`src/design/smbc_pkg.sv`:
```
`timescale 1ns / 1ps

package smbc_pkg;

    // Sizing
    localparam int MAX_HALF  = 31;
    localparam int MAX_BINS  = 1025;
    localparam int WIN_DEPTH = 2 * MAX_HALF + 1;
    localparam int PTR_W     = $clog2(WIN_DEPTH);
    localparam int BIN_W     = 11;
    localparam int HALF_W    = 5;
    localparam int COEF_W    = 16;
    localparam int SAMP_W    = 16;
    localparam int REAL_W    = 56;
    localparam int IDX_W     = BIN_W + 2;
    localparam int SUM_W     = ((PTR_W > HALF_W) ? PTR_W : HALF_W) + 2;
    localparam int PP_W      = 2 * SAMP_W;
    localparam int PSUM_W    = PP_W + 1;
    localparam int TERM_W    = PSUM_W + COEF_W + 1;

    typedef enum logic
    {
        CMD_COEF = 1'b0,
        CMD_BIN  = 1'b1
    } cmd_t;

    typedef enum logic [1:0]
    {
        ST_IDLE,
        ST_CALC,
        ST_DRAIN
    } state_t;

    typedef struct packed
    {
        cmd_t                     cmd;
        logic [5:0]               coef_index;
        logic [COEF_W-1:0]        coef_value;
        logic signed [SAMP_W-1:0] bin_re;
        logic signed [SAMP_W-1:0] bin_im;
        logic                     frame_end;
    } in_item_t;

    typedef struct packed
    {
        logic [BIN_W-1:0]         out_bin;
        logic signed [REAL_W-1:0] out_real;
        logic                     out_last;
    } out_item_t;

    // Store write side
    typedef struct packed
    {
        logic                  coef_we;
        logic [PTR_W-1:0]      coef_addr;
        logic [COEF_W-1:0]     coef_data;
        logic                  bin_we;
        logic [PTR_W-1:0]      bin_addr;
        logic [2*SAMP_W-1:0]   bin_data;
    } store_wr_t;

    // Store read addresses: two bins and one coefficient per term
    typedef struct packed
    {
        logic [PTR_W-1:0] addr_hi;
        logic [PTR_W-1:0] addr_lo;
        logic [PTR_W-1:0] addr_coef;
    } store_rd_t;

    typedef struct packed
    {
        logic [2*SAMP_W-1:0] bin_a;
        logic [2*SAMP_W-1:0] bin_b;
        logic [COEF_W-1:0]   coef;
    } store_data_t;

    typedef struct packed
    {
        logic valid;
        logic term;
    } mac_iss_t;

    function automatic logic [PTR_W-1:0] ptr_inc(input logic [PTR_W-1:0] p);
        logic [PTR_W-1:0] r;
        if (p == PTR_W'(WIN_DEPTH - 1))
            r = '0;
        else
            r = p + PTR_W'(1);
        return r;
    endfunction

    function automatic logic [PTR_W-1:0] ptr_dec(input logic [PTR_W-1:0] p);
        logic [PTR_W-1:0] r;
        if (p == '0)
            r = PTR_W'(WIN_DEPTH - 1);
        else
            r = p - PTR_W'(1);
        return r;
    endfunction

    // p - d modulo the window depth, d below the depth
    function automatic logic [PTR_W-1:0] ptr_sub(input logic [PTR_W-1:0]  p,
                                                 input logic [HALF_W-1:0] d);
        logic signed [SUM_W-1:0] t;
        t = $signed(SUM_W'(p)) - $signed(SUM_W'(d));
        if (t < 0)
            t = t + SUM_W'(WIN_DEPTH);
        return t[PTR_W-1:0];
    endfunction

    // p + d modulo the window depth, d below the depth
    function automatic logic [PTR_W-1:0] ptr_add(input logic [PTR_W-1:0]  p,
                                                 input logic [HALF_W-1:0] d);
        logic [SUM_W-1:0] t;
        t = SUM_W'(p) + SUM_W'(d);
        if (t >= SUM_W'(WIN_DEPTH))
            t = t - SUM_W'(WIN_DEPTH);
        return t[PTR_W-1:0];
    endfunction

endpackage

```
`src/design/smbc_store.sv`:
```
`timescale 1ns / 1ps

module smbc_store
(
    input  logic                 clk,
    input  smbc_pkg::store_wr_t   wr,
    input  smbc_pkg::store_rd_t   rd,
    output smbc_pkg::store_data_t rd_data
);
    import smbc_pkg::*;

    logic [COEF_W-1:0]   coef_mem [WIN_DEPTH];
    logic [2*SAMP_W-1:0] bin_mem  [WIN_DEPTH];

    always_ff @(posedge clk)
    begin
        if (wr.coef_we)
            coef_mem[wr.coef_addr] <= wr.coef_data;
        rd_data.coef <= coef_mem[rd.addr_coef];
    end

    always_ff @(posedge clk)
    begin
        if (wr.bin_we)
            bin_mem[wr.bin_addr] <= wr.bin_data;
        rd_data.bin_a <= bin_mem[rd.addr_hi];
        rd_data.bin_b <= bin_mem[rd.addr_lo];
    end

endmodule

```
`config.mk`:
```
export PLATFORM = sky130hd
export DESIGN_NAME = smbc_store
export DESIGN_NICKNAME = d
export VERILOG_FILES = /design/src/design/smbc_pkg.sv /design/src/design/smbc_store.sv
export SDC_FILE = /design/constraint.sdc
export NUM_CORES = 2
export LEC_CHECK = 0
export BUFFER_PORTS_ARGS = -buffer_cell sky130_fd_sc_hd__buf_4
export CELL_PAD_IN_SITES_DETAIL_PLACEMENT = 1
export CELL_PAD_IN_SITES_GLOBAL_PLACEMENT = 2
export CORE_ASPECT_RATIO = 1.25
export CORE_MARGIN = 2
export CORE_UTILIZATION = 45
export CTS_BUF_LIST = sky130_fd_sc_hd__clkbuf_4 sky130_fd_sc_hd__clkbuf_8
export DETAILED_ROUTE_END_ITERATION = 10
export GPL_ROUTABILITY_DRIVEN = 0
export PLACE_DENSITY = 0.76
export REMOVE_ABC_BUFFERS = 1
export SLEW_MARGIN = 20
export SYNTH_ARGS = -nofsm -noshare
export SYNTH_HDL_FRONTEND = slang
export SYNTH_SLANG_ARGS = --single-unit
```
`constraint.sdc`:
```
create_clock -name clk -period 3.7 [get_ports clk]
set_input_delay 0.185 -clock clk [delete_from_list [all_inputs] [get_ports clk]]
set_output_delay 0.185 -clock clk [all_outputs]
set_load 0.05 [all_outputs]
```
==> run summary <==
Total track usage: 0.287
WHS Path Cells: 3
Layout Nets: 7295
Post-synth top area share: 0.680
Layout cell share with drive strength beyond 1: 0.350
IO Pins: 161
Vias: 75700
Asr flop ratio synth: 0
Via-to-Cell Ratio: 6.55
CTS root buf: clkbuf_8
Synth Flop Type: edfxtp_1
WHS: 0.110 ns
Final instance area: 152000 um^2
Static Leakage: 48.4 nW
Die X: 491 um
Largest net degree at the start of global routing: 80
Die height: 613 um
Fin util: 0.516
Post-route ant nets: 0
Sequential share of the synthesized area: 0.692
Deepest clock path buffer count: 4
Cells after Synth: 6566
FF+latch count, synth: 3104
Synth Cell Area: 133000 um^2
Tmin final: 3.14 ns
DP Cell Count: 10600
H-tree levels: 5
First-pass GRT wire length: 613000 um
WL/cell: 37.5 um
DRC Markers: 0
Clock Skew: 0.114 ns
Library cells used by synthesis: 63
Final Hold Fails: 0
CTS sink cnt: 3104
TritonCTS clock tree: built
GRT overflow: 0
Placed instance area: 142000 um^2
Routed WL: 434000 um
Syn avg cell area: 20.3 um^2
Total Power: 74.7 mW
Area growth syn-to-layout: 14.1%
Run status: completed
Setup WS post-layout: 0.561 ns
Slew at the pin closest to its max-slew limit: 1.15 ns
Slew margin rel.: 0.226
Hpwl dp: 268000 um
Slew Viols, Final: 0
Synth top area cells: edfxtp_1 68%, mux4_2 20%, mux2i_1 1.8%, dfxtp_1 1.2%, o221ai_1 0.69%
Number of flops mapped to enable cells by yosys: 3024
Vias in the first global route: 79100
Top cell type by total area after synthesis: edfxtp_1
Clk pin slew, worst setup/hold paths: 0.06 ns
Critical path type: input port to register
Max Fclk: 319 MHz
Detailed Routing Iterations Pass 1: 8
RSZ-0062 raised after global routing: false
DP Worst Slack: 0.576 ns
Post-route insts no fill: 11600
I/O Buffers: 160
Core Region: 295000 um^2
Critical Path End Type: register
Synth warn: 0
CP startpoint kind: input port
Worst-path fanout max: 66
Final setup TNS: 0 ns
Post-CTS setup repair buffer count: 0
Worst-case reg-to-reg path depth: 7
Cts bufs inserted: 481
Die Area: 301000 um^2
Max cap viols: 0
Initial core utilization: 0.452
Cell Rows: 223
Initial antenna violation count: 21
Maximum VDD drop: 0.430 mV
Worst hold path type: input port to register
Critical Path AT: 4.17 ns
Power per Cell Area: 490 nW/um^2
Worst-Skew Late Latency: 1.11 ns
Filler cells: 26400
# setup viols final: 0
Drt initial violations: 9532
Fin crit share: 0.848
Critical Path RT: 4.73 ns
layout make-up:
type                       count  area [um^2]  area share
sequential                  3104        92400       0.607
clock inverter               222         1510     0.00993
antenna                        7         17.5    0.000115
timing repair buffer         645         6310      0.0414
inverter                       4         18.8    0.000123
clock buffer                 658         8110      0.0532
tap                         3937         4930      0.0323
multi-input combinational   2978        39000       0.256
routing by layer:
metal | vias to the layer above | track usage | wire, um
met5 | - | 0 | 80
met4 | 12 | 0.122 | 20500
met3 | 927 | 0.0493 | 35800
met2 | 4064 | 0.486 | 218000
met1 | 41100 | 0.366 | 159000
li1 | 29600 | - | -
power by group:
part | total (mW) | internal (mW) | switching, mW | leakage (nW)
Combinational | 6.21 | 2.30 | 3.91 | 15.4
Clock | 29.3 | 15.4 | 13.8 | 5.12
Sequential | 39.2 | 38.9 | 0.301 | 27.9
worst paths after layout:
| check | start | to | slack (ns) |
|---|---|---|---|
| hold reg to reg | coef_mem[62][6] | rd_data[6] | 0.77 |
| setup / recovery | rd[7] | rd_data[25] | 0.56 |
| hold / removal | wr[37] | bin_mem[22][3] | 0.11 |
| setup reg to reg | coef_mem[11][8] | rd_data[8] | 0.93 |
flip-flops by register name, indices dropped and copies added (netlist names):
signal and count:
bin_mem 2016, rd_data 80, coef_mem 1008
logic make-up (layout without fill, tap and decap cells):
| family | Yosys count | in the layout | share of synthesized area |
|---|---|---|---|
| buf+inv | 484 | 1529 | 0.0199 |
| simple gates | 665 | 665 | 0.0235 |
| compound gates | 848 | 848 | 0.0435 |
| other cells | 0 | 7 | 0 |
| mux | 1465 | 1465 | 0.221 |
| flops | 3104 | 3104 | 0.692 |
timing repair:
| item | 4_1_cts | 5_1_grt |
|---|---|---|
| resized for setup | 0 | 0 |
| hold buffers | 84 | 0 |
| endpoints found under the hold margin | 3988 | 0 |
placed cells by master, fill, tap and decap left out, drive strengths merged, types with 46 or more instances in the layout:
cell type,n
dlygate4sd3,84
mux4,1176
clkbuf,658
o21ai,147
edfxtp,3024
clkinv,186
nor2,184
a211oi,63
mux2,46
a21oi,131
o22ai,121
nor3,65
buf,561
nor2b,81
o221ai,105
dfxtp,80
mux2i,243
a22oi,79
nand2,184
cell usage after synthesis, types with 14 or more instances:
master	instances
buf_4	75
a2bb2oi_1	25
nor2_1	184
o22a_1	31
o221ai_1	105
a22o_1	20
buf_1	34
edfxtp_1	3024
mux2i_1	243
a22oi_1	79
nand2_1	184
mux4_2	1163
clkbuf_1	207
a221oi_1	18
a21oi_1	131
a31oi_1	31
o22ai_1	121
nand3_1	39
and2_1	16
nor2b_1	81
buf_6	45
a211oi_1	63
nor3_1	65
mux2_2	46
o21ai_0	134
or2_2	15
a211o_1	19
nand2b_1	37
or3_1	14
dfxtp_1	80
buf_2	111
worst max-delay path, stage by stage:
cell           delay (ns)
dlygate4sd3_1        0.57
buf_8                0.37
buf_12               0.46
nand2b_1             0.20
buf_4                0.30
o22ai_1              0.18
nor3_1               0.49
a31oi_1              0.28
a21oi_1              0.28
dlygate4sd3_1        0.62
Power figures use the tool's default switching activity.
