[src/design/smbc_pkg.sv]
`timescale 1ns / 1ps

package smbc_pkg;

    // Sizing
    localparam int MAX_HALF  = 31;
    localparam int MAX_BINS  = 1025;
    localparam int WIN_DEPTH = 2 * MAX_HALF + 1;
    localparam int PTR_W     = $clog2(WIN_DEPTH);
    localparam int BIN_W     = 11;
    localparam int HALF_W    = 5;
    localparam int COEF_W    = 16;
    localparam int SAMP_W    = 16;
    localparam int REAL_W    = 56;
    localparam int IDX_W     = BIN_W + 2;
    localparam int SUM_W     = ((PTR_W > HALF_W) ? PTR_W : HALF_W) + 2;
    localparam int PP_W      = 2 * SAMP_W;
    localparam int PSUM_W    = PP_W + 1;
    localparam int TERM_W    = PSUM_W + COEF_W + 1;

    typedef enum logic
    {
        CMD_COEF = 1'b0,
        CMD_BIN  = 1'b1
    } cmd_t;

    typedef enum logic [1:0]
    {
        ST_IDLE,
        ST_CALC,
        ST_DRAIN
    } state_t;

    typedef struct packed
    {
        cmd_t                     cmd;
        logic [5:0]               coef_index;
        logic [COEF_W-1:0]        coef_value;
        logic signed [SAMP_W-1:0] bin_re;
        logic signed [SAMP_W-1:0] bin_im;
        logic                     frame_end;
    } in_item_t;

    typedef struct packed
    {
        logic [BIN_W-1:0]         out_bin;
        logic signed [REAL_W-1:0] out_real;
        logic                     out_last;
    } out_item_t;

    // Store write side
    typedef struct packed
    {
        logic                  coef_we;
        logic [PTR_W-1:0]      coef_addr;
        logic [COEF_W-1:0]     coef_data;
        logic                  bin_we;
        logic [PTR_W-1:0]      bin_addr;
        logic [2*SAMP_W-1:0]   bin_data;
    } store_wr_t;

    // Store read addresses: two bins and one coefficient per term
    typedef struct packed
    {
        logic [PTR_W-1:0] addr_hi;
        logic [PTR_W-1:0] addr_lo;
        logic [PTR_W-1:0] addr_coef;
    } store_rd_t;

    typedef struct packed
    {
        logic [2*SAMP_W-1:0] bin_a;
        logic [2*SAMP_W-1:0] bin_b;
        logic [COEF_W-1:0]   coef;
    } store_data_t;

    typedef struct packed
    {
        logic valid;
        logic term;
    } mac_iss_t;

    function automatic logic [PTR_W-1:0] ptr_inc(input logic [PTR_W-1:0] p);
        logic [PTR_W-1:0] r;
        if (p == PTR_W'(WIN_DEPTH - 1))
            r = '0;
        else
            r = p + PTR_W'(1);
        return r;
    endfunction

    function automatic logic [PTR_W-1:0] ptr_dec(input logic [PTR_W-1:0] p);
        logic [PTR_W-1:0] r;
        if (p == '0)
            r = PTR_W'(WIN_DEPTH - 1);
        else
            r = p - PTR_W'(1);
        return r;
    endfunction

    // p - d modulo the window depth, d below the depth
    function automatic logic [PTR_W-1:0] ptr_sub(input logic [PTR_W-1:0]  p,
                                                 input logic [HALF_W-1:0] d);
        logic signed [SUM_W-1:0] t;
        t = $signed(SUM_W'(p)) - $signed(SUM_W'(d));
        if (t < 0)
            t = t + SUM_W'(WIN_DEPTH);
        return t[PTR_W-1:0];
    endfunction

    // p + d modulo the window depth, d below the depth
    function automatic logic [PTR_W-1:0] ptr_add(input logic [PTR_W-1:0]  p,
                                                 input logic [HALF_W-1:0] d);
        logic [SUM_W-1:0] t;
        t = SUM_W'(p) + SUM_W'(d);
        if (t >= SUM_W'(WIN_DEPTH))
            t = t - SUM_W'(WIN_DEPTH);
        return t[PTR_W-1:0];
    endfunction

endpackage

[src/design/smbc_mac.sv]
`timescale 1ns / 1ps

module smbc_mac
(
    input  logic                       clk,
    input  logic                       rst_n,
    input  smbc_pkg::mac_iss_t         iss,
    input  logic                       clr,
    input  smbc_pkg::store_data_t      rd_data,
    output logic signed [smbc_pkg::REAL_W-1:0] acc,
    output logic                       busy
);
    import smbc_pkg::*;

    logic                     live1_reg, live2_reg, live3_reg, live4_reg;
    logic signed [PP_W-1:0]   pre_reg, pim_reg;
    logic [COEF_W-1:0]        coef2_reg, coef3_reg;
    logic signed [PSUM_W-1:0] psum_reg;
    logic signed [TERM_W-1:0] term_reg;
    logic signed [REAL_W-1:0] acc_reg;

    logic signed [SAMP_W-1:0] a_re, a_im, b_re, b_im;

    assign a_re = $signed(rd_data.bin_a[SAMP_W-1:0]);
    assign a_im = $signed(rd_data.bin_a[2*SAMP_W-1:SAMP_W]);
    assign b_re = $signed(rd_data.bin_b[SAMP_W-1:0]);
    assign b_im = $signed(rd_data.bin_b[2*SAMP_W-1:SAMP_W]);

    always_ff @(posedge clk or negedge rst_n)
    begin
        if (!rst_n)
        begin
            live1_reg <= 1'b0;
            live2_reg <= 1'b0;
            live3_reg <= 1'b0;
            live4_reg <= 1'b0;
        end
        else
        begin
            live1_reg <= iss.valid & iss.term;
            live2_reg <= live1_reg;
            live3_reg <= live2_reg;
            live4_reg <= live3_reg;
        end
    end

    always_ff @(posedge clk)
    begin
        pre_reg   <= a_re * b_re;
        pim_reg   <= a_im * b_im;
        coef2_reg <= rd_data.coef;
        psum_reg  <= PSUM_W'(pre_reg) + PSUM_W'(pim_reg);
        coef3_reg <= coef2_reg;
        term_reg  <= TERM_W'(psum_reg) * $signed(TERM_W'({1'b0, coef3_reg}));
        if (clr)
            acc_reg <= '0;
        else if (live4_reg)
            acc_reg <= acc_reg + REAL_W'(term_reg);
    end

    assign acc  = acc_reg;
    assign busy = live1_reg | live2_reg | live3_reg | live4_reg;

endmodule

[config.mk]
export PLATFORM = sky130hd
export DESIGN_NAME = smbc_mac
export DESIGN_NICKNAME = d
export VERILOG_FILES = /design/src/design/smbc_pkg.sv /design/src/design/smbc_mac.sv
export SDC_FILE = /design/constraint.sdc
export NUM_CORES = 2
export LEC_CHECK = 0
export BUFFER_PORTS_ARGS = -buffer_cell sky130_fd_sc_hd__buf_4
export CAP_MARGIN = 20
export CORE_MARGIN = 2
export CORE_UTILIZATION = 53
export DETAILED_ROUTE_END_ITERATION = 6
export PLACE_DENSITY = 0.81
export SLEW_MARGIN = 20
export SYNTH_ARGS = -nofsm -noshare
export SYNTH_HDL_FRONTEND = slang
export SYNTH_SLANG_ARGS = --single-unit
[constraint.sdc]
create_clock -name clk -period 6.2 [get_ports clk]
set_input_delay 0.31 -clock clk [delete_from_list [all_inputs] [get_ports clk]]
set_output_delay 0.31 -clock clk [all_outputs]
set_load 0.005 [all_outputs]
==> impl_metrics.csv <==
group,metric,value,unit
status,status,"complete, but fails checks",
status,violations,"setup timing",
logic_synthesis,netlist.area_leader.share,42.9,%
floorplan,rows,110,
logic_synthesis,syn-cell-area,48000,µm²
grt,antenna_found_initial,2,
timing,fin_crit,6.37,ns
logic_synthesis,seq_area_frac_synth,10.0,%
clock_tree,tritoncts,"yes",
layout,final_util,60.8,%
layout,largest_reg_flops,56,
grt,globalRouteOverflowTotal,0,
clock_tree,clk_path_buf_depth,3,
timing,layout_setup_ws,-0.173,ns
timing,slew_headroom,51.8,%
grt,grt_pass1_vias,39900,
worst_setup_path,crit_fanout,7,
placed_design,dp_hpwl,98.2,mm
logic_synthesis,synth_area_leaders,"fa_1 (43%), dfxtp_1 (9.8%), ha_1 (9.6%)",
worst_setup_path,path_buf_inv,6,
worst_setup_path,crit_start,"coef3_reg[8]",
timing,max_slew.worst_pin.slew,0.723,ns
worst_setup_path,r2r_start,"coef3_reg[8]",
timing,hold_viol_final,0,
logic_synthesis,ys_seq_elements,239,
routing,drt_iter0_drc,2296,
logic_synthesis,syn_avg_cell_area,9.08,µm²
worst_setup_path,critical_path_class,"flip-flop to flip-flop",
job,cap_violations,0,
worst_setup_path,cp_cell_sequence,"buf_12, buf_4, nand2_1, fa_1, inv_1, fa_1, fa_1, fa_2, fa_1, inv_1, fa_1, inv_2, ha_4, nand2_1, o21ai_2, o41a_1, a31o_2, a221oi_2, o31ai_2, a311o_1, buf_4, a21oi_4, a21oi_2, xnor2_1",
routing,finalWirelength,121,mm
worst_setup_path,arrival,6.87,ns
logic_synthesis,syn_nets,6771,
placed_design,placed_area,52100,µm²
logic_synthesis,synth.distinct_cells,84,
logic_synthesis,yosysTopAreaCell,"fa_1",
layout,nets,7092,
layout,stdcell_count,6806,
logic_synthesis,async_flop_share,1.67,%
clock_tree,cts_sinks,239,
layout,drive_gt1_share,12.8,%
routing,via_count,36900,
worst_setup_path,crit_path_frequent_cell,"fa_1",
timing,timing.final.crit_share,103,%
routing,wl_per_cell,17.8,µm
logic_synthesis,netlist_instances,5287,
grt,grt_max_degree,57,
clock_tree,cts_buffers,29,
floorplan,die_area,93000,µm²
layout,area_growth,13.9,%
clock_tree,htree_levels,1,
timing,rsz0062_at_grt,"true",
routing,ant_nets,0,
floorplan,core_region_area,89900,µm²
timing,clock_skew,0.0347,ns
floorplan,start_util,53.4,%
floorplan,io_pins,142,
floorplan,die_x,305,µm
placed_design,placedCellCount,6682,
grt,track_usage,26.2,%
worst_setup_path,worstPathRequired,6.70,ns
timing,max_freq,0.157,GHz
clock_tree,cts_root_buf,"clkbuf_16",
layout,post-route-cell-area,54700,µm²
clock_tree,clk_pin_slew,0.06,ns
timing,setup_viol,7,
floorplan,die_y,305,µm
worst_setup_path,slowest_stage,"fa_1",
worst_setup_path,worstSetupStartpointType,"flip-flop",
timing,finalSetupTns,-0.852,ns
logic_synthesis,yosys_warnings,0,
routing,drt_pre_antenna_iters,5,
timing,drv_slew,0,
logic_synthesis,synth_edf_count,0,
layout,antenna_cells,0,
placed_design,io_buffer_count,141,
worst_setup_path,slowest_delay,0.59,ns
hold_path,hold_path.class,"input port to async pin",
logic_synthesis,synth_most_common_cell,"inv_1",
placed_design,gp_congestion,0.942,
routing,avgViaCountPerCell,5.42,
worst_setup_path,crit_family,"adder cells",
grt,grt_first_pass_wirelength,198,mm
worst_setup_path,cp-end-kind,"flip-flop",
logic_synthesis,synth_top_flop_cell,"dfxtp_1",
clock_tree,insertion_delay,0.58,ns
logic_synthesis,synthTopCellsByCount,"inv_1 (1215), fa_1 (1029), nand2_1 (712), and2_1 (423), ha_1 (370)",
routing,drc_errors,0,
-- cell usage in the layout (no fill, tap or decap), types with 33 or more instances in the layout --
| cell type | Yosys | routed |
|---|---|---|
| inv_1 | 1215 | 1184 |
| fa_1 | 1029 | 1007 |
| nand2_1 | 712 | 699 |
| and2_1 | 423 | 409 |
| buf_4 | 0 | 399 |
| ha_1 | 370 | 348 |
| dfxtp_1 | 235 | 202 |
| a21oi_1 | 188 | 174 |
| nor2_1 | 142 | 140 |
| xnor2_1 | 141 | 140 |
| o21ai_0 | 86 | 83 |
| a21o_1 | 81 | 81 |
| xor2_1 | 57 | 57 |
| nand3_1 | 36 | 33 |
| clkbuf_16 | 0 | 33 |
-- kinds of logic (layout without fill, tap and decap cells) --
| logic type | after synthesis | after routing | share of synthesized area [%] |
|---|---|---|---|
| XOR/XNOR | 198 | 198 | 3.61 |
| AO/OA/AOI/OAI | 558 | 558 | 7.65 |
| buffers and inverters | 1403 | 1746 | 11.0 |
| multiplexers | 27 | 27 | 0.566 |
| AND/OR/NAND/NOR | 1463 | 1463 | 14.6 |
| flip-flops | 239 | 239 | 10.0 |
| adder cells (fa/ha/maj) | 1399 | 1399 | 52.6 |
-- per-layer routing --
metal  GRT usage (%)  up-vias  wire length [µm]
li1                -    16500                 -
met1            31.9    18500             45700
met2            46.8     1469             61300
met3            3.60      410              8010
met4            10.4        4              6040
met5               0        -                28
-- per-stage QoR --
step	worst slack (ns)	hold WS [ns]
after floorplan	0.00505	0.0144
after global placement	-0.185	0.105
after detailed placement	-0.315	0.107
after CTS	-0.0916	0.0374
after global routing	-0.364	0.0662
final	-0.173	0.0601
-- cell type report --
class,instances,area (µm²)
clock buffer,35,798
clock inverter,18,220
fill,7226,35200
inverter,1215,4560
multi-input combinational,3645,38500
sequential,239,4890
tap,1176,1470
timing repair buffer,478,4170
-- final timing paths --
path,endpoint,slack (ns),cells after the start
worst max-delay path,term_reg[43],-0.17,24
worst min-delay path,live2_reg,0.06,2
worst max register to register,term_reg[43],-0.17,24
worst min register to register,coef3_reg[11],0.32,0
max in group asynchronous,live4_reg,6.03,2
min in group clk,pre_reg[0],0.14,2
-- worst register-to-register path, cell delays in order, from the launching register on --
cell	delay [ns]
dfxtp_4	0.37
buf_12	0.13
buf_4	0.11
nand2_1	0.08
fa_1	0.54
inv_1	0.05
fa_1	0.49
fa_1	0.59
fa_2	0.44
fa_1	0.50
inv_1	0.06
fa_1	0.50
inv_2	0.05
ha_4	0.22
nand2_1	0.09
o21ai_2	0.07
o41a_1	0.40
a31o_2	0.23
a221oi_2	0.28
o31ai_2	0.13
a311o_1	0.38
buf_4	0.16
a21oi_4	0.15
a21oi_2	0.08
xnor2_1	0.18
-- what timing repair did --
item,CTS,global route
gates cloned,2,4
hold buffers,19,0
endpoints found under the hold margin,21,0
endpoints found under the setup margin,10,13
pin swaps,80,124
buffers inserted,20,29
gates resized for setup,97,147
Power is left out: the tool's default activity adds up to more than one toggle a clock period on the data nets, which glitch-free logic cannot reach.
