### src/design/smbc_pkg.sv
`timescale 1ns / 1ps

package smbc_pkg;

    // Sizing
    localparam int MAX_HALF  = 31;
    localparam int MAX_BINS  = 1025;
    localparam int WIN_DEPTH = 2 * MAX_HALF + 1;
    localparam int PTR_W     = $clog2(WIN_DEPTH);
    localparam int BIN_W     = 11;
    localparam int HALF_W    = 5;
    localparam int COEF_W    = 16;
    localparam int SAMP_W    = 16;
    localparam int REAL_W    = 56;
    localparam int IDX_W     = BIN_W + 2;
    localparam int SUM_W     = ((PTR_W > HALF_W) ? PTR_W : HALF_W) + 2;
    localparam int PP_W      = 2 * SAMP_W;
    localparam int PSUM_W    = PP_W + 1;
    localparam int TERM_W    = PSUM_W + COEF_W + 1;

    typedef enum logic
    {
        CMD_COEF = 1'b0,
        CMD_BIN  = 1'b1
    } cmd_t;

    typedef enum logic [1:0]
    {
        ST_IDLE,
        ST_CALC,
        ST_DRAIN
    } state_t;

    typedef struct packed
    {
        cmd_t                     cmd;
        logic [5:0]               coef_index;
        logic [COEF_W-1:0]        coef_value;
        logic signed [SAMP_W-1:0] bin_re;
        logic signed [SAMP_W-1:0] bin_im;
        logic                     frame_end;
    } in_item_t;

    typedef struct packed
    {
        logic [BIN_W-1:0]         out_bin;
        logic signed [REAL_W-1:0] out_real;
        logic                     out_last;
    } out_item_t;

    // Store write side
    typedef struct packed
    {
        logic                  coef_we;
        logic [PTR_W-1:0]      coef_addr;
        logic [COEF_W-1:0]     coef_data;
        logic                  bin_we;
        logic [PTR_W-1:0]      bin_addr;
        logic [2*SAMP_W-1:0]   bin_data;
    } store_wr_t;

    // Store read addresses: two bins and one coefficient per term
    typedef struct packed
    {
        logic [PTR_W-1:0] addr_hi;
        logic [PTR_W-1:0] addr_lo;
        logic [PTR_W-1:0] addr_coef;
    } store_rd_t;

    typedef struct packed
    {
        logic [2*SAMP_W-1:0] bin_a;
        logic [2*SAMP_W-1:0] bin_b;
        logic [COEF_W-1:0]   coef;
    } store_data_t;

    typedef struct packed
    {
        logic valid;
        logic term;
    } mac_iss_t;

    function automatic logic [PTR_W-1:0] ptr_inc(input logic [PTR_W-1:0] p);
        logic [PTR_W-1:0] r;
        if (p == PTR_W'(WIN_DEPTH - 1))
            r = '0;
        else
            r = p + PTR_W'(1);
        return r;
    endfunction

    function automatic logic [PTR_W-1:0] ptr_dec(input logic [PTR_W-1:0] p);
        logic [PTR_W-1:0] r;
        if (p == '0)
            r = PTR_W'(WIN_DEPTH - 1);
        else
            r = p - PTR_W'(1);
        return r;
    endfunction

    // p - d modulo the window depth, d below the depth
    function automatic logic [PTR_W-1:0] ptr_sub(input logic [PTR_W-1:0]  p,
                                                 input logic [HALF_W-1:0] d);
        logic signed [SUM_W-1:0] t;
        t = $signed(SUM_W'(p)) - $signed(SUM_W'(d));
        if (t < 0)
            t = t + SUM_W'(WIN_DEPTH);
        return t[PTR_W-1:0];
    endfunction

    // p + d modulo the window depth, d below the depth
    function automatic logic [PTR_W-1:0] ptr_add(input logic [PTR_W-1:0]  p,
                                                 input logic [HALF_W-1:0] d);
        logic [SUM_W-1:0] t;
        t = SUM_W'(p) + SUM_W'(d);
        if (t >= SUM_W'(WIN_DEPTH))
            t = t - SUM_W'(WIN_DEPTH);
        return t[PTR_W-1:0];
    endfunction

endpackage

### src/design/smbc_ctrl.sv
`timescale 1ns / 1ps

module smbc_ctrl
(
    input  logic                           clk,
    input  logic                           rst_n,
    input  logic                           item_valid,
    output logic                           item_stall,
    input  smbc_pkg::in_item_t             item,
    output logic                           result_valid,
    input  logic                           result_stall,
    output smbc_pkg::out_item_t            result,
    input  logic                           cfg_valid,
    output logic                           cfg_ready,
    input  logic [smbc_pkg::HALF_W-1:0]    cfg_data,
    output smbc_pkg::store_wr_t            wr,
    output smbc_pkg::store_rd_t            rd,
    output smbc_pkg::mac_iss_t             iss,
    output logic                           clr,
    input  logic signed [smbc_pkg::REAL_W-1:0] acc,
    input  logic                           busy
);
    import smbc_pkg::*;

    state_t                   state_reg, state_next;
    logic [HALF_W-1:0]        half_reg, half_next;
    logic [BIN_W-1:0]         seen_reg, seen_next;
    logic [PTR_W-1:0]         wr_ptr_reg, wr_ptr_next;
    logic [BIN_W-1:0]         m_reg, m_next;
    logic [PTR_W-1:0]         m_ptr_reg, m_ptr_next;
    logic [BIN_W-1:0]         last_reg, last_next;
    logic [BIN_W-1:0]         end_m_reg, end_m_next;
    logic                     final_reg, final_next;
    logic signed [HALF_W:0]   l_reg, l_next;
    logic [PTR_W-1:0]         hi_ptr_reg, hi_ptr_next;
    logic [PTR_W-1:0]         lo_ptr_reg, lo_ptr_next;
    logic                     res_valid_reg, res_valid_next;
    out_item_t                res_reg, res_next;

    logic [HALF_W-1:0]        eff_l;
    logic signed [HALF_W:0]   l_top;
    logic                     is_final;
    logic                     k_ge_l;
    logic signed [IDX_W-1:0]  hi_idx, lo_idx, last_idx;
    logic                     term_ok;
    logic signed [SUM_W-1:0]  coef_pos;
    logic                     do_start;
    logic [PTR_W-1:0]         start_ptr;
    logic                     out_free;

    assign eff_l    = (half_reg > HALF_W'(MAX_HALF)) ? HALF_W'(MAX_HALF) : half_reg;
    assign l_top    = $signed({1'b0, eff_l});
    assign is_final = item.frame_end || (seen_reg == BIN_W'(MAX_BINS - 1));
    assign k_ge_l   = seen_reg >= BIN_W'(eff_l);

    // Pair indices m+l and m-l, range-checked against the frame so far
    assign hi_idx   = $signed({2'b00, m_reg}) + IDX_W'(l_reg);
    assign lo_idx   = $signed({2'b00, m_reg}) - IDX_W'(l_reg);
    assign last_idx = $signed({2'b00, last_reg});
    assign term_ok  = (hi_idx >= 0) && (hi_idx <= last_idx)
                   && (lo_idx >= 0) && (lo_idx <= last_idx);
    assign coef_pos = SUM_W'(l_top) + SUM_W'(l_reg);

    assign rd.addr_hi   = hi_ptr_reg;
    assign rd.addr_lo   = lo_ptr_reg;
    assign rd.addr_coef = coef_pos[PTR_W-1:0];

    assign out_free     = !res_valid_reg || !result_stall;
    assign item_stall   = (state_reg != ST_IDLE);
    assign cfg_ready    = 1'b1;
    assign result_valid = res_valid_reg;
    assign result       = res_reg;

    always_ff @(posedge clk or negedge rst_n)
    begin
        if (!rst_n)
        begin
            state_reg     <= ST_IDLE;
            half_reg      <= HALF_W'(1);
            seen_reg      <= '0;
            wr_ptr_reg    <= '0;
            res_valid_reg <= 1'b0;
        end
        else
        begin
            state_reg     <= state_next;
            half_reg      <= half_next;
            seen_reg      <= seen_next;
            wr_ptr_reg    <= wr_ptr_next;
            res_valid_reg <= res_valid_next;
        end
    end

    always_ff @(posedge clk)
    begin
        m_reg      <= m_next;
        m_ptr_reg  <= m_ptr_next;
        last_reg   <= last_next;
        end_m_reg  <= end_m_next;
        final_reg  <= final_next;
        l_reg      <= l_next;
        hi_ptr_reg <= hi_ptr_next;
        lo_ptr_reg <= lo_ptr_next;
        res_reg    <= res_next;
    end

    always_comb
    begin
        state_next     = state_reg;
        half_next      = half_reg;
        seen_next      = seen_reg;
        wr_ptr_next    = wr_ptr_reg;
        m_next         = m_reg;
        m_ptr_next     = m_ptr_reg;
        last_next      = last_reg;
        end_m_next     = end_m_reg;
        final_next     = final_reg;
        l_next         = l_reg;
        hi_ptr_next    = hi_ptr_reg;
        lo_ptr_next    = lo_ptr_reg;
        res_valid_next = res_valid_reg;
        res_next       = res_reg;
        wr             = '0;
        iss            = '0;
        clr            = 1'b0;
        do_start       = 1'b0;
        start_ptr      = m_ptr_reg;

        if (res_valid_reg && !result_stall)
            res_valid_next = 1'b0;

        case (state_reg)
            ST_IDLE:
            begin
                if (item_valid)
                begin
                    if (item.cmd == CMD_COEF)
                    begin
                        wr.coef_we   = (item.coef_index < 6'(WIN_DEPTH));
                        wr.coef_addr = PTR_W'(item.coef_index);
                        wr.coef_data = item.coef_value;
                    end
                    else
                    begin
                        wr.bin_we   = 1'b1;
                        wr.bin_addr = wr_ptr_reg;
                        wr.bin_data = {item.bin_im, item.bin_re};
                        last_next   = seen_reg;
                        end_m_next  = seen_reg;
                        if (is_final)
                        begin
                            // flush every result still open, up to the final bin
                            seen_next   = '0;
                            wr_ptr_next = '0;
                            final_next  = 1'b1;
                            do_start    = 1'b1;
                            if (k_ge_l)
                            begin
                                m_next    = seen_reg - BIN_W'(eff_l);
                                start_ptr = ptr_sub(wr_ptr_reg, eff_l);
                            end
                            else
                            begin
                                m_next    = '0;
                                start_ptr = '0;
                            end
                        end
                        else
                        begin
                            seen_next   = seen_reg + BIN_W'(1);
                            wr_ptr_next = ptr_inc(wr_ptr_reg);
                            final_next  = 1'b0;
                            if (k_ge_l)
                            begin
                                m_next     = seen_reg - BIN_W'(eff_l);
                                end_m_next = seen_reg - BIN_W'(eff_l);
                                start_ptr  = ptr_sub(wr_ptr_reg, eff_l);
                                do_start   = 1'b1;
                            end
                        end
                    end
                end
            end

            ST_CALC:
            begin
                iss.valid   = 1'b1;
                iss.term    = term_ok;
                l_next      = l_reg + $signed((HALF_W+1)'(1));
                hi_ptr_next = ptr_inc(hi_ptr_reg);
                lo_ptr_next = ptr_dec(lo_ptr_reg);
                if (l_reg == l_top)
                    state_next = ST_DRAIN;
            end

            ST_DRAIN:
            begin
                // wait for the pipeline to empty and the output register to free up
                if (!busy && out_free)
                begin
                    res_valid_next    = 1'b1;
                    res_next.out_bin  = m_reg;
                    res_next.out_real = acc;
                    res_next.out_last = final_reg && (m_reg == end_m_reg);
                    if (m_reg == end_m_reg)
                        state_next = ST_IDLE;
                    else
                    begin
                        m_next     = m_reg + BIN_W'(1);
                        start_ptr  = ptr_inc(m_ptr_reg);
                        do_start   = 1'b1;
                    end
                end
            end

            default:
            begin
                state_next = ST_IDLE;
            end
        endcase

        if (do_start)
        begin
            m_ptr_next  = start_ptr;
            l_next      = -l_top;
            hi_ptr_next = ptr_sub(start_ptr, eff_l);
            lo_ptr_next = ptr_add(start_ptr, eff_l);
            clr         = 1'b1;
            state_next  = ST_CALC;
        end

        // a new half width also aborts the frame
        if (cfg_valid)
        begin
            half_next   = cfg_data;
            seen_next   = '0;
            wr_ptr_next = '0;
        end
    end

endmodule

### config.mk
export PLATFORM = sky130hd
export DESIGN_NAME = smbc_ctrl
export DESIGN_NICKNAME = d
export VERILOG_FILES = /design/src/design/smbc_pkg.sv /design/src/design/smbc_ctrl.sv
export SDC_FILE = /design/constraint.sdc
export NUM_CORES = 1
export LEC_CHECK = 0
export ABC_CLOCK_PERIOD_IN_PS = 6500
export BUFFER_PORTS_ARGS = -buffer_cell sky130_fd_sc_hd__buf_2
export CAP_MARGIN = 25
export CORE_ASPECT_RATIO = 0.5
export CORE_MARGIN = 2
export CORE_UTILIZATION = 45
export DETAILED_ROUTE_END_ITERATION = 10
export PLACE_DENSITY = 0.69
export SKIP_CTS_REPAIR_TIMING = 1
export SYNTH_ARGS = -nofsm -noshare
export SYNTH_HDL_FRONTEND = slang
export SYNTH_SLANG_ARGS = --single-unit
### constraint.sdc
create_clock -name clk -period 6.5 [get_ports clk]
set_input_delay 0.325 -clock clk [delete_from_list [all_inputs] [get_ports clk]]
set_output_delay 0.325 -clock clk [all_outputs]
set_load 0.03 [all_outputs]
==> summary.txt <==
Finish
  • P&R area growth vs syn: 22.9%
  • Commonest cells after routing, fill and taps aside: 275 x buf_2, 126 x edfxtp_1, 86 x ha_1
  • Antenna Cells: 0
  • Sequential Area: 0.00441 mm^2
  • Most common cell after layout, fill and taps aside: buf_2
  • Max reg flops: 68
  • Nets: 1431
  • Area of the multi-input gates: 0.00495 mm^2
  • Share of layout cells above drive strength 1: 26.9%
  • Fillcell total: 1900
  • Fin cells: 1528

Power and ir drop
  • Sw Ratio: 42.0%
  • Psw: 1.88 mW
  • Clk pwr share: 21.5%
  • Pint: 2.59 mW
  • Pleak: 5.55 nW
  • Sequential Power Share: 30.5%
  • Pwr/cell area: 372 mW/mm^2
  • Worst vdd ir: 0.225 mV
  • Comb pwr share: 47.9%

CTS
  • Clk Latency, worst-skew pair: 0.43 ns
  • Cts bufs inserted: 17
  • Clock Pin Slew Worst Setup and Hold Paths: 0.06 ns
  • Clock sink total: 151
  • # H-tree levels: 4
  • Clock buffer depth: 2
  • CTS tree: yes
  • Root Buffer: clkbuf_16

STA
  • Final period utilization: 89.4%
  • RSZ-0062 raised after global routing: no
  • Final setup vio count: 0
  • Final slew viol count: 0
  • Number of hold violations in the final report: 0
  • Highest clock rate: 172 MHz
  • Setup TNS: 0 ns
  • Slew headroom: 39.4%
  • Clk_skew: 0.0123 ns
  • Worst-Margin Slew: 0.910 ns
  • Min cycle time layout: 5.81 ns

Logic synthesis
  • Synth Area in Adders: 12.5%
  • Area contributors post-synth: edfxtp_1 39%, ha_1 11%, dfrtp_1 6.2%
  • EDFF count, synth: 126
  • Synth Flop Type: edfxtp_1
  • Post-synthesis simple-gate area fraction: 17.3%
  • Cell count after synthesis: 952
  • Post-synthesis compound-gate area fraction: 11.4%
  • Yosys top cell area share: 38.8%
  • Xor and xnor fraction of the mapped netlist area: 8.53%
  • Main combinational cell family by area after synthesis: simple AND/OR/NAND/NOR gates
  • Average size of a mapped cell: 10.3 um^2
  • Syn Nets: 1168
  • Synth cell types: 76
  • Synth async-reset ratio: 16.6%
  • Seq cells post-synth: 151
  • Post-synth top area cell: edfxtp_1
  • Total number of yosys warnings: 0
  • Post-synthesis mux area share: 0.821%
  • Mapped cell area: 0.00976 mm^2
  • Seq/Total Area, Yosys: 45.2%

Critical path
  • Crit end category: register
  • Worst R2R Path Depth: 18
  • Critical R2R Launch: half_reg[1]$_DFFE_PN0P_
  • CP required: 6.68 ns
  • Crit path DAT: 5.99 ns
  • Worst-path maximum fanout: 9
  • Setup crit start kind: register
  • Setup CP Type: reg -> reg
  • Worst r2r dst: lo_ptr_reg[2]$_DFFE_PP_
  • FF-to-FF setup slack: 0.69 ns

Global routing
  • Initial antenna violation count: 0
  • Global routing met2 resource utilization: 37.4%
  • Grt met1 use: 27.1%
  • Grt met3 use: 4.01%
  • Grt peak-use layer: met2
  • First-pass GRT wire length: 38300 um
  • Largest net degree at the start of global routing: 71
  • GRT Overall Usage: 21.2%
  • Total global routing overflow: 0
  • Vias in the first global route: 7728

Routing
  • WL/cell: 16.2 um
  • Drc violations: 0
  • Routed vias/inst: 5.28
  • DR iter-0 viols: 535
  • 1st-pass router iterations: 5
  • Total Wirelength: 24700 um
  • Via count: 8070
  • DRT antenna net count: 0

Die
  • Die Y: 108 um
  • Number of cell rows: 38
  • Die width: 212 um
  • Initial core utilization: 45.4%
  • IO Pins: 277
  • DIE AREA: 0.0230 mm^2
  • CORE AREA: 0.0215 mm^2

Placement
  • Port bufs: 275
  • Gpl congestion: 0.897
  • DP HPWL: 18900 um
  • Placed Instances: 1495

Status
  • Status: finished clean

Worst hold path
  • HP Class: in -> reg
  • WHS Endpoint: result[10]$_DFFE_PP_
  • Hold depth: 1
  • Hold path start: acc[9]

Flow run
  • Max cap viols: 0
-- stage by stage --
step                util, %  power [mW]  instance area, um^2  hold slack, ns  worst slack, ns
finish                 55.8        4.46                12000          0.0748            0.692
detailed placement     53.1        3.51                11400           0.365            0.793
floorplan                 -        2.94                 9760          0.0294            0.727
global route           55.8        4.77                12000          0.0533            0.341
CTS                    55.8        4.48                12000         -0.0886            0.788
global placement       53.1        3.45                11400           0.357             1.16
-- final cells by class --
| type | instances | share of cell area (%) |
|---|---|---|
| clock buffers | 17 | 3.55 |
| well taps | 300 | 3.13 |
| clock inverters | 15 | 1.23 |
| multi-input cells | 698 | 41.3 |
| repair buffers | 283 | 12.0 |
| flip-flops and latches | 151 | 36.8 |
| inverters | 64 | 2.01 |
-- worst max-delay path: stages (launching register included) --
cell	delay (ns)
dfrtp_1	0.59
inv_1	0.30
fa_1	0.49
a21o_1	0.17
a21oi_1	0.16
nor2b_1	0.08
nor3_1	0.45
o21ai_0	0.16
o32ai_1	0.23
inv_1	0.08
o21ai_0	0.55
fa_1	0.60
ha_1	0.28
a21oi_1	0.26
inv_1	0.09
a311oi_1	0.41
mux2i_4	0.19
a211o_1	0.32
and3_1	0.14
-- Yosys cell counts (14+ instances only) --
| cell | number |
|---|---|
| xor2_1 | 45 |
| nor2b_1 | 14 |
| o21ai_0 | 44 |
| and3_1 | 48 |
| nand2_1 | 56 |
| clkbuf_1 | 32 |
| ha_1 | 86 |
| edfxtp_1 | 126 |
| and2_1 | 28 |
| xnor2_1 | 50 |
| a21oi_1 | 45 |
| dfrtp_1 | 24 |
| nor2_1 | 76 |
| inv_1 | 62 |
| nor3_1 | 22 |
| nand3_1 | 36 |
-- per-layer routing --
metal / wire length [um] / up-vias / part of all wire (%)
li1: - / 3937 / -
met1: 10800 / 3855 / 44
met2: 12200 / 256 / 49
met3: 1430 / 22 / 5.8
met4: 286 / 0 / 1.2
met5: 0 / - / 0
-- power by group through the flow --
stage | clock (mW) | sequential, mW | combinational, mW
after CTS | 0.973 | 1.36 | 2.14
final | 0.961 | 1.36 | 2.14
after global routing | 1.02 | 1.38 | 2.38
after global placement | 0 | 1.38 | 2.07
after floorplan | 0 | 1.41 | 1.52
after detailed placement | 0 | 1.38 | 2.13
-- cells by family (layout without fill, tap and decap cells) --
group | after synthesis | count (layout)
AO/OA/AOI/OAI | 176 | 176
buffers and inverters | 103 | 379
other | 1 | 1
adder cells (fa/ha/maj) | 93 | 93
XOR/XNOR | 95 | 95
AND/OR/NAND/NOR | 327 | 327
multiplexers | 6 | 6
flip-flops | 151 | 151
-- worst max path at each step --
stage | startpoint | endpoint | slack (ns)
floorplan | result_valid$_DFF_PN0_ | lo_ptr_reg[2]$_DFFE_PP_ | 0.73
global placement | half_reg[1]$_DFFE_PN0P_ | lo_ptr_reg[2]$_DFFE_PP_ | 1.16
detailed placement | half_reg[1]$_DFFE_PN0P_ | lo_ptr_reg[2]$_DFFE_PP_ | 0.79
CTS | half_reg[1]$_DFFE_PN0P_ | lo_ptr_reg[2]$_DFFE_PP_ | 0.79
global route | half_reg[1]$_DFFE_PN0P_ | lo_ptr_reg[2]$_DFFE_PP_ | 0.34
finish | half_reg[1]$_DFFE_PN0P_ | lo_ptr_reg[2]$_DFFE_PP_ | 0.69
No activity file was read; power rests on OpenSTA's default activity.
